===== config.mk =====
export PLATFORM = sky130hd
export DESIGN_NAME = i2a_emit
export DESIGN_NICKNAME = d
export VERILOG_FILES = /design/src/sv/i2a_pkg.sv /design/src/sv/i2a_emit.sv
export SDC_FILE = /design/constraint.sdc
export NUM_CORES = 1
export LEC_CHECK = 0
export ABC_AREA = 1
export BUFFER_PORTS_ARGS = -buffer_cell sky130_fd_sc_hd__buf_4
export CAP_MARGIN = 20
export CORE_AREA = 4 4 84 78
export CTS_BUF_LIST = sky130_fd_sc_hd__clkbuf_4 sky130_fd_sc_hd__clkbuf_8 sky130_fd_sc_hd__clkbuf_16
export DETAILED_ROUTE_END_ITERATION = 8
export DIE_AREA = 0 0 88 82
export PLACE_DENSITY = 0.72
export SLEW_MARGIN = 30
export SYNTH_ARGS = -nofsm -noshare
export SYNTH_HDL_FRONTEND = slang
export SYNTH_SLANG_ARGS = --single-unit

===== constraint.sdc =====
create_clock -name clk_i -period 3.2 [get_ports clk_i]
set_input_delay 0.32 -clock clk_i [delete_from_list [all_inputs] [get_ports clk_i]]
set_output_delay 0.32 -clock clk_i [all_outputs]
set_load 0.02 [all_outputs]

===== src/sv/i2a_pkg.sv =====
// Package: payload types and constants for the integer to ASCII formatter.
`default_nettype none
package i2a_pkg;
  localparam int unsigned ValueWidthDef = 32;
  localparam int unsigned InWidth = 32;
  localparam logic [7:0] ChrZero = 8'h30;
  localparam logic [7:0] ChrA = 8'h41;
  localparam logic [7:0] ChrMinus = 8'h2D;
  localparam logic FuncDec = 1'b0;
  localparam logic FuncHex = 1'b1;

  typedef struct packed {
    logic               func;
    logic [InWidth-1:0] value;
  } in_item_t;

  typedef struct packed {
    logic [7:0] ascii_char;
    logic       last;
    logic [3:0] char_count;
  } out_item_t;

  // Map a digit value to its uppercase ASCII code.
  function automatic logic [7:0] digit_chr(input logic [3:0] d);
    logic [7:0] r;
    if (d >= 4'd10) r = ChrA + {4'd0, d - 4'd10};
    else r = ChrZero + {4'd0, d};
    return r;
  endfunction
endpackage
`default_nettype wire


===== src/sv/i2a_emit.sv =====
// Module: serializer that walks the finished digit row out one character at a time.
`default_nettype none
module i2a_emit import i2a_pkg::*; #(
  parameter int unsigned NChr = 11,
  parameter int unsigned IdxW = 4
) (
  input  wire logic            clk_i,
  input  wire logic            rst_ni,
  input  wire logic            valid_i,
  input  wire logic            neg_i,
  input  wire logic [NChr*4-1:0] dig_i,
  output logic                 busy_o,
  input  wire logic            out_stall_i,
  output logic                 out_valid_o,
  output out_item_t            out_data_o
);
  logic [NChr*4-1:0] dig_q;
  logic [IdxW-1:0] cur_q, cur_d, top;
  logic sign_q, sign_d, busy_q, busy_d;
  logic [3:0] cnt_q, cnt_d;
  logic [4:0] tot;

  // Highest nonzero digit sets the count; zero keeps one digit.
  always_comb begin
    top = '0;
    for (int i = 0; i < NChr; i++) begin
      if (dig_i[i*4 +: 4] != 4'd0) top = IdxW'(i);
    end
  end

  assign busy_o = busy_q;
  assign tot = 5'(top) + 5'd1 + {4'd0, neg_i};

  always_comb begin
    busy_d = busy_q;
    cur_d = cur_q;
    sign_d = sign_q;
    cnt_d = cnt_q;
    out_data_o.ascii_char = sign_q ? ChrMinus : digit_chr(dig_q[cur_q*4 +: 4]);
    out_data_o.last = !sign_q && (cur_q == '0);
    out_data_o.char_count = out_data_o.last ? cnt_q : 4'd0;
    if (busy_q && !out_stall_i) begin
      if (sign_q) sign_d = 1'b0;
      else if (cur_q == '0) busy_d = 1'b0;
      else cur_d = cur_q - IdxW'(1);
    end
    if (valid_i && !busy_q) begin
      busy_d = 1'b1;
      cur_d = top;
      sign_d = neg_i;
      cnt_d = tot[3:0];
    end
  end

  assign out_valid_o = busy_q;

  always_ff @(posedge clk_i or negedge rst_ni) begin
    if (!rst_ni) begin
      busy_q <= 1'b0;
      sign_q <= 1'b0;
      cur_q <= '0;
      cnt_q <= '0;
    end else begin
      busy_q <= busy_d;
      sign_q <= sign_d;
      cur_q <= cur_d;
      cnt_q <= cnt_d;
    end
  end

  always_ff @(posedge clk_i) begin
    if (valid_i && !busy_q) begin
      dig_q <= dig_i;
    end
  end
endmodule
`default_nettype wire


==> results.ini <==
[layout]
fill_cells=494
final_layout_size_suffix_gt1_share_pct=24.80
antenna_cells=0
post-route-util_pct=60.96
syn2layout_area_growth_pct=21.92
nets=426
final_common_cell=buf_4
layout_common_cells=64 x buf_4, 63 x nand2_1, 49 x nor2_1

[min_path]
hold_class=in -> reg
min_delay_worst_endpoint=dig_q[3]
min_path_cells=1
min_from=dig_i[3]

[clock_tree]
cts-root-to-sink-buffers=2
postCtsSetupRepairBufs=0
clk_latency_ns=0.31
root_buffer=clkbuf_8
cts_buffers=5
cts_tree=yes
clk_pin_slew_ns=0.10
clock-sinks=54
h-tree-depth=2

[drt]
vias_per_cell=5.054
wl_met2_um=2740
dr.pass1.iters=5
drtIter0Drc=246
wl_per_cell_um=13.78
highest_layer=met4
wl_met3_um=489
final_antenna_net_count=0
num_vias=2229
drc_errors=0
finalWirelength_um=6077
met1_length_um=2746

[global_route]
grt_pass1_vias=2068
grt_pass1_wl_um=9708
gr-total-overflow=0
antenna_found_initial=0
grt_util_all_layers_pct=17.80
grt_start_max_net_pins=54

[yosys]
synth_seq_cells=54
synth_compound_area_share_pct=7.870
synth_fp_nets=364
syn_avg_cell_area_um2=9.136
synth_xor_xnor_area_share_pct=0.3112
synth_top_family_by_area=simple AND/OR/NAND/NOR gates
synth-simple-area-share_pct=24.28
synth_cell_types=34
syn_inst=308
synth_mux_area_share_pct=0
yosysSeqAreaShare_pct=55.85
ys_warn_count=0
synthAdderAreaFrac_pct=3.112
synth_area_mm2=0.002814

[pwr]
power_leakage_nw=1.529
power.share.clock_pct=15.8
intPower_mw=1.704
vdd_drop_max_mv=0.8638
powerDensity_mw_per_mm2=858.8
netSwitchingPower_mw=1.242
power_frac_seq_pct=32.3
p_comb_share_pct=51.9
p_sw_share_pct=42.16

[floorplan]
die_w_um=88
core_region_area_mm2=0.005628
num_rows=26
initial_utilization_pct=50.00
ioPinCount=64
dieArea_mm2=0.007216
chipHeight_um=82

[critical_path]
cp.arrival_ns=2.54
worstPathRequired_ns=2.88
worst_setup_path_end_kind=output pin
worstRegToRegCells=7
r2r_slack_ns=1.42
cp-start-kind=register
cp-startpoint=cur_q[0]
r2r_start=cur_q[1]
path_max_fanout=28
reg2reg_to=cur_q[1]
path_class=reg -> out

[sta]
period_needed_ns=2.864
hold_viol=0
setup_slack_ns=0.3357
fmax_mhz=349.1
rsz0062_at_grt=false
setup_viol=0
tightest_slew_ns=0.6188
tns_ns=0
period_share_pct=89.51
whs_ns=0.1857
relSlewSlack_pct=58.75
drv_slew=0
fin_skew_ns=0.007537

[place]
place_hpwl_um=4631
place_congestion=0.9166
dp_slack_ns=0.5970
numPortBuffers=62

[job]
cap_violations=0

[status]
outcome=complete, no violations

## logic make-up after synthesis
family / count (synthesis)
other cells: 1
buf+inv: 51
simple gates: 157
xor+xnor: 1
compound gates: 37
fa+ha+maj: 7
flops: 54
## stage by stage
stage,power [mW],std cells,instance area (um^2)
global placement,2.452,432,3306
global route,3.190,441,3431
detailed placement,2.488,432,3306
CTS,2.953,441,3430
floorplan,2.084,308,2814
finish,2.946,441,3431
## worst max-delay path, stage by stage, from the launching register on
cell	delay (ns)
dfrtp_1	0.40
inv_2	0.35
nand2_1	0.13
nand2_1	0.08
nand2_1	0.05
nand3_1	0.09
nand3_2	0.09
nand2_4	0.11
inv_1	0.06
ha_1	0.27
inv_1	0.05
or2_2	0.26
nand4_1	0.08
nand2_1	0.05
buf_4	0.15
## cell type report
class	instances	area, um^2	share of cell area, %
clock inverter	1	30.03	0.8753
tap	70	87.58	2.553
sequential	54	1573	45.84
multi-input combinational	203	1012	29.50
clock buffer	7	83.83	2.443
inverter	41	153.9	4.486
timing repair buffer	65	490.5	14.30
## power by group through the flow
stage / sequential, mW / combinational, mW / clock, mW
2_1_floorplan: 0.931 / 1.15 / 0
3_3_place_gp: 0.961 / 1.49 / 0
3_5_place_dp: 0.965 / 1.52 / 0
4_1_cts: 0.949 / 1.53 / 0.475
5_1_grt: 0.966 / 1.72 / 0.507
6_report: 0.951 / 1.53 / 0.466
## synth_stat cells (all sizes together)
cell type  instances  share of area (%)
a211oi             1               0.27
a21o               2               0.53
a21oi              4               0.71
a22oi              1               0.27
a2bb2oi            1               0.31
and2               1               0.22
buf                9                2.8
clkbuf             1               0.13
conb               1               0.13
dfrtp             10                8.9
edfxtp            44                 47
ha                 7                3.1
inv               41                5.5
nand2             66                9.4
nand3             30                5.7
nand4              4               0.89
nor2              52                7.1
nor3b              1               0.27
nor4               1               0.22
o211ai             3                1.2
o21ai             24                4.4
o22ai              1               0.22
or2                2               0.44
xor2               1               0.31
## what timing repair did
item                                   in CTS  in global routing
setup endpoints to repair                   0                  1
endpoints found under the hold margin      10                  0
hold buffers                                1                  0
resized for setup                           0                  1
## how the worst max path moves through the flow
stage                                to  slack, ns  cells past startpoint
after floorplan                cnt_q[2]       0.69                      5
after global placement    out_data_o[7]       0.72                     14
after detailed placement  out_data_o[5]       0.60                     14
after CTS                 out_data_o[5]       0.24                     14
after global routing      out_data_o[7]       0.15                     14
final                     out_data_o[7]       0.34                     14
## sequential cells by signal (all words and copies together), names as in the netlist
signal / flops
dig_q: 44
cnt_q: 4
sign_q: 1
busy_o: 1
cur_q: 4
## per-layer routing
| layer | up-vias | global-route usage (%) |
|---|---|---|
| li1 | 1133 | - |
| met1 | 987 | 24.57 |
| met2 | 96 | 27.64 |
| met3 | 13 | 4.012 |
| met4 | 0 | 6.288 |
| met5 | - | 0 |
(Power assumes the default switching activity.)
